## src/rtl/frr_pkg.sv

```systemverilog
`default_nettype none

package frr_pkg;

  localparam int MAX_PAYLOAD_DEF = 96;

  localparam logic [7:0] SOF_BYTE = 8'h7E;

  typedef enum logic [1:0] {
    CMD_START  = 2'd0,
    CMD_BYTE   = 2'd1,
    CMD_TICK   = 2'd2,
    CMD_UNUSED = 2'd3
  } cmd_t;

  typedef enum logic [2:0] {
    PH_HUNT    = 3'd0,
    PH_DST     = 3'd1,
    PH_SRC     = 3'd2,
    PH_CMD     = 3'd3,
    PH_LEN     = 3'd4,
    PH_PAYLOAD = 3'd5,
    PH_CHECK   = 3'd6
  } phase_t;

  localparam logic [1:0] ST_OK      = 2'd0;
  localparam logic [1:0] ST_TIMEOUT = 2'd1;
  localparam logic [1:0] ST_BADSIZE = 2'd2;

  localparam logic KIND_PAYLOAD = 1'b0;
  localparam logic KIND_STATUS  = 1'b1;

  typedef struct packed {
    cmd_t        cmd;
    logic [7:0]  rx_byte;
    logic [7:0]  expected_source;
    logic [7:0]  expected_command;
    logic [7:0]  capacity;
    logic [15:0] timeout_ticks;
  } item_t;

  typedef struct packed {
    logic       valid;
    logic       kind;
    logic [7:0] payload_byte;
    logic [6:0] byte_index;
    logic [1:0] status;
    logic [6:0] length;
  } result_t;

endpackage

`default_nettype wire

```

## src/rtl/frr_core.sv

```systemverilog
`default_nettype none

module frr_core #(
  parameter int MAX_PAYLOAD = frr_pkg::MAX_PAYLOAD_DEF
) (
  input  wire logic            clk,
  input  wire logic            rst,
  input  wire logic            step,
  input  wire frr_pkg::item_t  item,
  input  wire logic [7:0]      master_id,
  output frr_pkg::result_t     res
);

  localparam int LEN_W = $clog2(MAX_PAYLOAD + 1);

  logic              active, active_next;
  frr_pkg::phase_t   phase, phase_next;
  logic [7:0]        hdr_destination, hdr_destination_next;
  logic [7:0]        hdr_source, hdr_source_next;
  logic [7:0]        hdr_command, hdr_command_next;
  logic [LEN_W-1:0]  hdr_length, hdr_length_next;
  logic [LEN_W-1:0]  payload_count, payload_count_next;
  logic [7:0]        running_xor, running_xor_next;
  logic [15:0]       elapsed_ticks, elapsed_ticks_next;
  logic [7:0]        want_source, want_source_next;
  logic [7:0]        want_command, want_command_next;
  logic [7:0]        want_capacity, want_capacity_next;
  logic [15:0]       deadline, deadline_next;

  logic [7:0]        b;
  logic [15:0]       ticks_inc;
  logic              too_long;
  logic [LEN_W-1:0]  count_inc;

  assign b         = item.rx_byte;
  assign ticks_inc = (elapsed_ticks != 16'hFFFF) ? elapsed_ticks + 16'd1 : elapsed_ticks;
  assign too_long  = ({1'b0, b} > 9'(MAX_PAYLOAD)) || (b > want_capacity);
  assign count_inc = payload_count + LEN_W'(1);

  always_comb begin
    active_next          = active;
    phase_next           = phase;
    hdr_destination_next = hdr_destination;
    hdr_source_next      = hdr_source;
    hdr_command_next     = hdr_command;
    hdr_length_next      = hdr_length;
    payload_count_next   = payload_count;
    running_xor_next     = running_xor;
    elapsed_ticks_next   = elapsed_ticks;
    want_source_next     = want_source;
    want_command_next    = want_command;
    want_capacity_next   = want_capacity;
    deadline_next        = deadline;
    res                  = '0;

    if (step) begin
      if (item.cmd == frr_pkg::CMD_START) begin
        want_source_next   = item.expected_source;
        want_command_next  = item.expected_command;
        want_capacity_next = item.capacity;
        deadline_next      = item.timeout_ticks;
        elapsed_ticks_next = '0;
        phase_next         = frr_pkg::PH_HUNT;
        payload_count_next = '0;
        running_xor_next   = '0;
        active_next        = 1'b1;
        if (item.timeout_ticks == 16'd0) begin
          active_next = 1'b0;
          res.valid   = 1'b1;
          res.kind    = frr_pkg::KIND_STATUS;
          res.status  = frr_pkg::ST_TIMEOUT;
        end
      end else if (active && item.cmd == frr_pkg::CMD_TICK) begin
        elapsed_ticks_next = ticks_inc;
        if (ticks_inc >= deadline) begin
          active_next = 1'b0;
          phase_next  = frr_pkg::PH_HUNT;
          res.valid   = 1'b1;
          res.kind    = frr_pkg::KIND_STATUS;
          res.status  = frr_pkg::ST_TIMEOUT;
        end
      end else if (active && item.cmd == frr_pkg::CMD_BYTE) begin
        case (phase)
          frr_pkg::PH_HUNT: begin
            if (b == frr_pkg::SOF_BYTE) begin
              running_xor_next   = '0;
              payload_count_next = '0;
              phase_next         = frr_pkg::PH_DST;
            end
          end
          frr_pkg::PH_DST: begin
            hdr_destination_next = b;
            running_xor_next     = running_xor ^ b;
            phase_next           = frr_pkg::PH_SRC;
          end
          frr_pkg::PH_SRC: begin
            hdr_source_next  = b;
            running_xor_next = running_xor ^ b;
            phase_next       = frr_pkg::PH_CMD;
          end
          frr_pkg::PH_CMD: begin
            hdr_command_next = b;
            running_xor_next = running_xor ^ b;
            phase_next       = frr_pkg::PH_LEN;
          end
          frr_pkg::PH_LEN: begin
            if (too_long) begin
              active_next = 1'b0;
              phase_next  = frr_pkg::PH_HUNT;
              res.valid   = 1'b1;
              res.kind    = frr_pkg::KIND_STATUS;
              res.status  = frr_pkg::ST_BADSIZE;
            end else begin
              // b is known to fit here after the size check
              hdr_length_next    = LEN_W'(b);
              running_xor_next   = running_xor ^ b;
              payload_count_next = '0;
              phase_next = (b == 8'd0) ? frr_pkg::PH_CHECK : frr_pkg::PH_PAYLOAD;
            end
          end
          frr_pkg::PH_PAYLOAD: begin
            res.valid          = 1'b1;
            res.kind           = frr_pkg::KIND_PAYLOAD;
            res.payload_byte   = b;
            res.byte_index     = 7'(payload_count);
            running_xor_next   = running_xor ^ b;
            payload_count_next = count_inc;
            if (count_inc >= hdr_length) begin
              phase_next = frr_pkg::PH_CHECK;
            end
          end
          frr_pkg::PH_CHECK: begin
            phase_next = frr_pkg::PH_HUNT;
            if (b == running_xor && hdr_destination == master_id &&
                hdr_source == want_source && hdr_command == want_command) begin
              active_next = 1'b0;
              res.valid   = 1'b1;
              res.kind    = frr_pkg::KIND_STATUS;
              res.status  = frr_pkg::ST_OK;
              res.length  = 7'(hdr_length);
            end
          end
          default: begin
            phase_next = frr_pkg::PH_HUNT;
          end
        endcase
      end
    end
  end

  always_ff @(posedge clk) begin
    if (rst) begin
      active        <= 1'b0;
      phase         <= frr_pkg::PH_HUNT;
      hdr_length    <= '0;
      payload_count <= '0;
      running_xor   <= '0;
      elapsed_ticks <= '0;
      want_capacity <= '0;
      deadline      <= '0;
    end else begin
      active        <= active_next;
      phase         <= phase_next;
      hdr_length    <= hdr_length_next;
      payload_count <= payload_count_next;
      running_xor   <= running_xor_next;
      elapsed_ticks <= elapsed_ticks_next;
      want_capacity <= want_capacity_next;
      deadline      <= deadline_next;
    end
  end

  // header and match fields, no reset needed
  always_ff @(posedge clk) begin
    hdr_destination <= hdr_destination_next;
    hdr_source      <= hdr_source_next;
    hdr_command     <= hdr_command_next;
    want_source     <= want_source_next;
    want_command    <= want_command_next;
  end

  a_status_ends: assert property (@(posedge clk) disable iff (rst)
    res.valid && res.kind == frr_pkg::KIND_STATUS |=> !active)
    else $error("request still armed after final status");

  a_idle_quiet: assert property (@(posedge clk) disable iff (rst)
    !active && item.cmd != frr_pkg::CMD_START |-> !res.valid)
    else $error("result from idle block");

  a_phase_armed: assert property (@(posedge clk) disable iff (rst)
    phase != frr_pkg::PH_HUNT |-> active)
    else $error("frame parse in progress while idle");

  a_payload_phase: assert property (@(posedge clk) disable iff (rst)
    res.valid && res.kind == frr_pkg::KIND_PAYLOAD |-> phase == frr_pkg::PH_PAYLOAD && step)
    else $error("payload beat outside payload phase");

endmodule

`default_nettype wire

```

## src/rtl/framed_response_receiver_top.sv

```systemverilog
// Framed response receiver: start / byte / tick beats in, payload and status beats out.
// An input beat goes through the input register, then the core logic, then the result register.
// Throughput: one input beat per cycle while the output side keeps taking beats.
// A beat whose work gives no result still passes through the input register.
// Reset (rst, synchronous, active high) returns the block to idle with master_id 0.
`default_nettype none

module framed_response_receiver_top #(
  parameter int MAX_PAYLOAD = frr_pkg::MAX_PAYLOAD_DEF
) (
  input  wire logic        clk,
  input  wire logic        rst,
  // input stream
  input  wire logic        s_tvalid,
  output logic             s_tready,
  input  wire logic [47:0] s_tdata,  // rx_byte, expected_source, expected_command,
                                     // capacity, timeout_ticks
  input  wire logic [1:0]  s_tuser,  // cmd
  // result stream
  output logic             m_tvalid,
  input  wire logic        m_tready,
  output logic [23:0]      m_tdata,  // payload_byte, byte_index, status, length
  output logic             m_tuser,  // kind
  // master_id register write
  input  wire logic        cfg_valid,
  output logic             cfg_ready,
  input  wire logic [7:0]  cfg_data
);

  logic              in_valid;
  frr_pkg::item_t    in_item;
  logic              advance;
  logic [7:0]        master_id;
  frr_pkg::result_t  res;

  assign advance   = in_valid && (!m_tvalid || m_tready);
  assign s_tready  = !in_valid || advance;
  assign cfg_ready = 1'b1;

  always_ff @(posedge clk) begin
    if (rst) begin
      in_valid <= 1'b0;
    end else if (s_tready) begin
      in_valid <= s_tvalid;
    end
  end

  always_ff @(posedge clk) begin
    if (s_tready && s_tvalid) begin
      in_item.cmd              <= frr_pkg::cmd_t'(s_tuser);
      in_item.rx_byte          <= s_tdata[7:0];
      in_item.expected_source  <= s_tdata[15:8];
      in_item.expected_command <= s_tdata[23:16];
      in_item.capacity         <= s_tdata[31:24];
      in_item.timeout_ticks    <= s_tdata[47:32];
    end
  end

  always_ff @(posedge clk) begin
    if (rst) begin
      master_id <= '0;
    end else if (cfg_valid && cfg_ready) begin
      master_id <= cfg_data;
    end
  end

  frr_core #(
    .MAX_PAYLOAD (MAX_PAYLOAD)
  ) u_core (
    .clk       (clk),
    .rst       (rst),
    .step      (advance),
    .item      (in_item),
    .master_id (master_id),
    .res       (res)
  );

  always_ff @(posedge clk) begin
    if (rst) begin
      m_tvalid <= 1'b0;
    end else if (advance) begin
      m_tvalid <= res.valid;
    end else if (m_tready) begin
      m_tvalid <= 1'b0;
    end
  end

  always_ff @(posedge clk) begin
    if (advance && res.valid) begin
      m_tuser <= res.kind;
      m_tdata <= {res.length, res.status, res.byte_index, res.payload_byte};
    end
  end

endmodule

`default_nettype wire

```

## config.mk

```make
export PLATFORM = sky130hd
export DESIGN_NAME = framed_response_receiver_top
export DESIGN_NICKNAME = d
export VERILOG_FILES = /design/src/rtl/frr_pkg.sv /design/src/rtl/frr_core.sv /design/src/rtl/framed_response_receiver_top.sv
export SDC_FILE = /design/constraint.sdc
export NUM_CORES = 1
export LEC_CHECK = 0
export BUFFER_PORTS_ARGS = -buffer_cell sky130_fd_sc_hd__buf_4
export CORE_ASPECT_RATIO = 1.25
export CORE_UTILIZATION = 52
export CTS_CLUSTER_SIZE = 12
export DETAILED_ROUTE_END_ITERATION = 8
export GPL_TIMING_DRIVEN = 0
export PLACE_DENSITY = 0.72
export SYNTH_ARGS = -nofsm -noshare
export SYNTH_HDL_FRONTEND = slang
export SYNTH_SLANG_ARGS = --single-unit
```

## constraint.sdc

```tcl
create_clock -name clk -period 6.4 [get_ports clk]
set_input_delay 0.64 -clock clk [delete_from_list [all_inputs] [get_ports clk]]
set_output_delay 0.64 -clock clk [all_outputs]
set_load 0.02 [all_outputs]
```

Word level (Yosys, flattened, before mapping)
Index checks and enable logic that the tools add are counted.

Flip-flop bits (word level): 191. Word-level logic and storage cells: 156.

Add/sub/neg operators: 2. Order comparisons: 4. Eq/ne operators: 22. Multiplexer cells: 56. Bitwise gates (word level): 9. Reduce and logical (&&, ||, !) cells: 37.

Operators with widths (count): 7-bit 2-to-1 mux (9); 26-bit 2-to-1 mux (2); 16-bit 2-to-1 mux (3); 15-bit 2-to-1 mux (3); 8-bit 2-to-1 mux (5); 8-bit equality test (4); 8-bit one-hot mux with 3 select lines (1); 6-bit AND reduction (4); 3-bit 2-to-1 mux (7); 7-bit one-hot mux with 3 select lines (1); 2-bit 2-to-1 mux (10); 5-bit AND reduction (4); 3-bit one-hot mux with 6 select lines (1); 16-bit by 1-bit adder with 16-bit output, second input constant (1); 16-bit greater-or-equal comparator (1); 16-bit zero test (1); 16-bit inequality test, second input constant (1); 4-bit by 1-bit inequality test with 1-bit output, second input constant (4); 4-bit nonzero test (3); 1-bit 2-to-1 mux (11); 3-bit equality test, second input constant (3); 8-bit by 7-bit equality test with 1-bit output, second input constant (1); 8-bit by 7-bit greater-than comparator with 1-bit output, second input constant (1); 8-bit greater-than comparator (1); 27 further kinds (48).

Depth between registers and ports, before layout
Depth in word-level cells: 11. Depth in mapped cells: 15. Depth with buffers taken out: 14.

By module
Synthesis repeated with hierarchy kept, for this count alone.

Cells, all modules: 758. Area, all modules: 8620.8 sq um.

By module, submodules not included: frr_core (instances 1, cells an instance 644, area an instance 5980.7 sq um, seq. area each 2522.4 sq um); framed_response_receiver_top (instances 1, cells an instance 114, area an instance 2640.0 sq um, seq. area each 2452.4 sq um).

Worst setup path before layout
OpenSTA, ideal clock, no wires.

Path kind: reg2reg. Start point: register u_core.elapsed_ticks[0]. End point: register m_tdata[0] (enable). Setup time: 448 ps. Arrival: 4650 ps. Data required time: 5952 ps. Setup slack: 1302 ps. Stages on the path, launching flop included: 15. Buffers on the path: 1. Cell sequence: dfxtp_1 -> ha_1 -> nand3_1 -> nor3_2 -> a21oi_1 -> nand3_1 -> nor2_1 -> xor2_1 -> ha_1 -> nand4_1 -> a2111oi_0 -> o21ai_1 -> and4_1 -> clkbuf_1 -> a211oi_1.

Cells in the longest elaborated chain, start to end: 8.

RTL lines: start, declared (RTL line frr_core.sv:24) `logic [15:0] elapsed_ticks, elapsed_ticks_next;`; start signal, assigned (RTL line frr_core.sv:167) `elapsed_ticks <= elapsed_ticks_next;`; 16-bit by 1-bit adder with 16-bit output or 16-bit inequality test (tied branches) (RTL line frr_core.sv:36) `assign ticks_inc = (elapsed_ticks != 16'hFFFF) ? elapsed_ticks + 16'd1 : elapsed_ticks;`; 16-bit 2-to-1 mux * (RTL line frr_core.sv:36); 16-bit greater-or-equal comparator * (RTL line frr_core.sv:75) `if (ticks_inc >= deadline) begin`; 2-bit 2-to-1 mux * (RTL line frr_core.sv:75); 2-bit 2-to-1 mux * (RTL line frr_core.sv:73) `end else if (active && item.cmd == frr_pkg::CMD_TICK) begin`; 2-bit 2-to-1 mux * (RTL line frr_core.sv:57) `if (item.cmd == frr_pkg::CMD_START) begin`; 26-bit 2-to-1 mux * (RTL line frr_core.sv:56) `if (step) begin`; 1-bit logical AND * (RTL line framed_response_receiver_top.sv:89) `if (advance && res.valid) begin`; end signal, assigned (RTL line framed_response_receiver_top.sv:91) `m_tdata <= {res.length, res.status, res.byte_index, res.payload_byte};`; end, declared (RTL line framed_response_receiver_top.sv:22) `output logic [23:0] m_tdata,`.

Mark *: on every way between the ends. The rest lies on a longest branch, timed or not. A chain may end at the register's enable or synchronous reset.

Final worst setup path
Start point: register u_core.elapsed_ticks[5]. End point: register m_tdata[6] (enable).

The elaborated chain is that of the path after synthesis.

==> summary.md <==
| Metric | Value |
|---|---|
| Status | finished clean |
| Slew headroom | 12.72% |
| Detailed Routing Iterations Pass 1 | 6 |
| Std-Cell Core Area | 0.01570 mm² |
| Met2 usage | 38.44% |
| RSZ-0062 raised after global routing | no |
| Crit-path max FO | 15 |
| Reg clk slew, reported paths | 0.07 ns |
| Final Cycle Share | 70.09% |
| Fin. Hold Viols | 0 |
| Num ports | slightly above 90 |
| FF+latch count, synth | ~190 |
| Row cnt | 51 |
| Clock Path Buffers | 2 |
| Max Slew Vio Count | 0 |
| Drt via density | 5.442 |
| CTS Sinks | 191 |
| Post-DP HPWL | approximately 13,000 µm |
| Routed Antenna Nets | 0 |
| Max_cap viols | 0 |
| Yosys cell types | 57 |
| CTS tree | yes |
| Most used DFF post-synth | edfxtp_1 |
| Via total after detailed routing | slightly below 6,000 |
| DRC Markers | 0 |
| Clock Latency Late Sink | 0.43 ns |
| Met1 global-route usage | a little over a quarter |
| Arrival @ worst endpoint | between 4 and 5 ns |
| Slew @ Worst Pin | 1.299 ns |
| Die Ht | 144.2 µm |
| Die width | 115.8 µm |
| Filler Cell Count | 1,282 |
| Tot GR Track Use | about 22% |
| Post-synthesis net count | 847 |
| Gate count after technology mapping | between 700 and 800 |
| Fmax | around 0.22 GHz |
| M3 GR Usage | 3.982% |
| Final std cell area, no fill | 0.009927 mm² |
| Final core occ | 63.24% |
| Grt ovf | 0 |
| Pwr Total | 2.449 mW |
| Peak VDD IR | 0.0002100 V |
| Endpoints failing setup | 0 |
| Place WS | between 1.5 and 2 ns |
| TritonCTS Buffers | 17 |
| RePlAce Congestion | around 0.86 |
| Final net count | 955 |
| Placed cell count | 1,052 |
| Iteration-0 DRC Markers | between 300 and 400 |
| Setup TNS | 0 ns |
| Post-CTS sizing | 0 |
| Antenna Cells | 0 |
| Dpl cell area | between 0.009 and 0.01 mm² |
| Synth Warn # | 0 |
| Syn_area_per_cell | 11.21 µm² |
| Share of layout cells above drive strength 1 | 16.86% |
| Crit Path Class | reg -> reg |
| Clk root buf | clkbuf_16 |
| Initial antenna violation count | 0 |
| Power Density | 246.7 mW/mm² |
| Largest net degree at the start of global routing | between 40 and 50 |
| Cell Count, Final, Fillers Out | 1,084 |
| Critical Path End Type | flip-flop |
| Static leakage | 3.456 nW |
| Area grow syn2layout | 17.96% |
| Clk_skew | 0.007266 ns |
| Vias in the first global route | 5,755 |
| Hold_ws | about 0.38 ns |
| Setup WS post-layout | 1.914 ns |
| EDFF count, synth | 115 |
| Worst EP required | 6.54 ns |
| H-tree Lvls | 4 |
| Synth Cell Area | around 0.0084 mm² |
| Global-route wire length before repair | between 20,000 and 30,000 µm |
| Starting Density | 53.61% |
| Min Tclk post-route | 4.486 ns |
| Ys async rst share | 0% |
| Post CTS Setup Buffer Count | 0 |
| Port bufs | 87 |
| WL per Instance | roughly 16 µm |
| Die area | 0.01670 mm² |
| Busiest grt layer | met2 |
| Sequential element share of the synthesized area | 59.11% |
| Hold_buf cts | 0 |
| Hold Path Class | in -> reg |
| Startpoint types | flip-flop |
| Final WL | 17,400 µm |
[cells in the final DEF (no fill, tap or decap), drive strengths merged, types with 2 or more instances in the layout]
cell type	Yosys	routed
a2111oi	2	2
a211o	2	2
a211oi	4	4
a21o	6	6
a21oi	52	52
a22oi	11	11
a31o	6	6
a31oi	6	6
a32o	9	9
and2	18	18
and3	5	5
buf	12	101
clkbuf	21	40
clkinv	2	5
clkinvlp	0	3
dfxtp	76	76
edfxtp	115	115
ha	33	33
inv	36	43
mux2	3	3
mux2i	15	15
nand2	82	82
nand2b	7	7
nand3	16	16
nand4	19	19
nor2	56	56
nor2b	4	4
nor3	23	23
nor4	10	10
nor4b	9	9
o211ai	2	2
o21a	3	3
o21ai	23	23
o41ai	2	2
or3	2	2
xnor2	42	42
xor2	7	7
[worst max-delay path, cell delays in order, from the launching register on]
cell and delay, ns:
dfxtp_1 0.31, clkbuf_1 0.27, nand4_1 0.23, nor3_2 0.33, a21oi_1 0.24, nand2_1 0.21
nor2_1 0.07, xor2_1 0.17, ha_1 0.33, nand4_1 0.12, a2111oi_0 0.43, o21ai_1 0.17
and4_1 0.22, clkbuf_1 0.23, a211oi_4 0.63, buf_8 0.24
[cell usage after synthesis, types with 11 or more instances]
cell / n / area (µm²)
nand3_1: 16 / 80.08
dfxtp_1: 76 / 1521
nor2_1: 56 / 210.2
a21oi_1: 52 / 260.3
mux2i_1: 15 / 150.1
a22oi_1: 11 / 82.58
xnor2_1: 42 / 367.9
ha_1: 33 / 412.9
nand4_1: 19 / 118.9
edfxtp_1: 115 / 3453
and2_1: 18 / 112.6
o21ai_0: 18 / 90.09
nor3_1: 22 / 110.1
nand2_1: 81 / 304.0
inv_1: 36 / 135.1
clkbuf_1: 21 / 78.83
[registers in the layout (all words and copies together) (netlist names)]
signal	flops
in_item	50
m_tdata	24
u_core.deadline	16
u_core.elapsed_ticks	16
master_id	8
u_core.hdr_command	8
u_core.hdr_destination	8
u_core.hdr_source	8
u_core.running_xor	8
u_core.want_capacity	8
u_core.want_command	8
u_core.want_source	8
u_core.hdr_length	7
u_core.payload_count	7
u_core.phase	3
in_valid	1
m_tuser	1
m_tvalid	1
u_core.active	1
[where the power goes]
part	total (mW)	leakage [nW]	switching (mW)	internal, mW
Sequential	1.35	1.67	0.0228	1.33
Combinational	0.122	1.53	0.0660	0.0557
Clock	0.972	0.258	0.466	0.506
Total	2.45	3.46	0.555	1.89
[final timing paths]
| kind | end | startpoint | depth (start not counted) | slack (ns) |
|---|---|---|---|---|
| setup / recovery | m_tdata[6] | u_core.elapsed_ticks[5] | 15 | 1.91 |
| hold reg to reg | u_core.want_command[1] | in_item[25] | 0 | 0.42 |
| setup reg to reg | m_tdata[6] | u_core.elapsed_ticks[5] | 15 | 1.91 |
| hold / removal | in_item[36] | s_tdata[12] | 1 | 0.38 |
[routing by layer]
metal,vias to the layer above,wire length (µm)
li1,2917,-
met1,2790,7467
met2,169,8851
met3,23,792
met4,0,287
met5,-,0
[layout make-up]
class | count | area (µm²) | share of cell area (%)
Multi-Input combinational cell | 489 | 3176 | 31.99
Buffer | 33 | 142.6 | 1.437
Tap cell | 212 | 265.3 | 2.672
Sequential cell | 191 | 4975 | 50.11
Inverter | 38 | 142.6 | 1.437
Clock inverter | 13 | 105.1 | 1.059
Clock buffer | 19 | 432.9 | 4.361
Timing Repair Buffer | 89 | 688.2 | 6.932
[cells by family after synthesis]
| logic type | Yosys count | share of synthesized area [%] |
|---|---|---|
| compound gates | 132 | 10.35 |
| flops | 191 | 59.11 |
| simple gates | 256 | 14.91 |
| xor+xnor | 49 | 5.100 |
| buf+inv | 71 | 3.390 |
| other cells | 1 | 0.04456 |
| fa+ha+maj | 33 | 4.906 |
| mux | 18 | 2.185 |
Power figures use the tool's default switching activity.
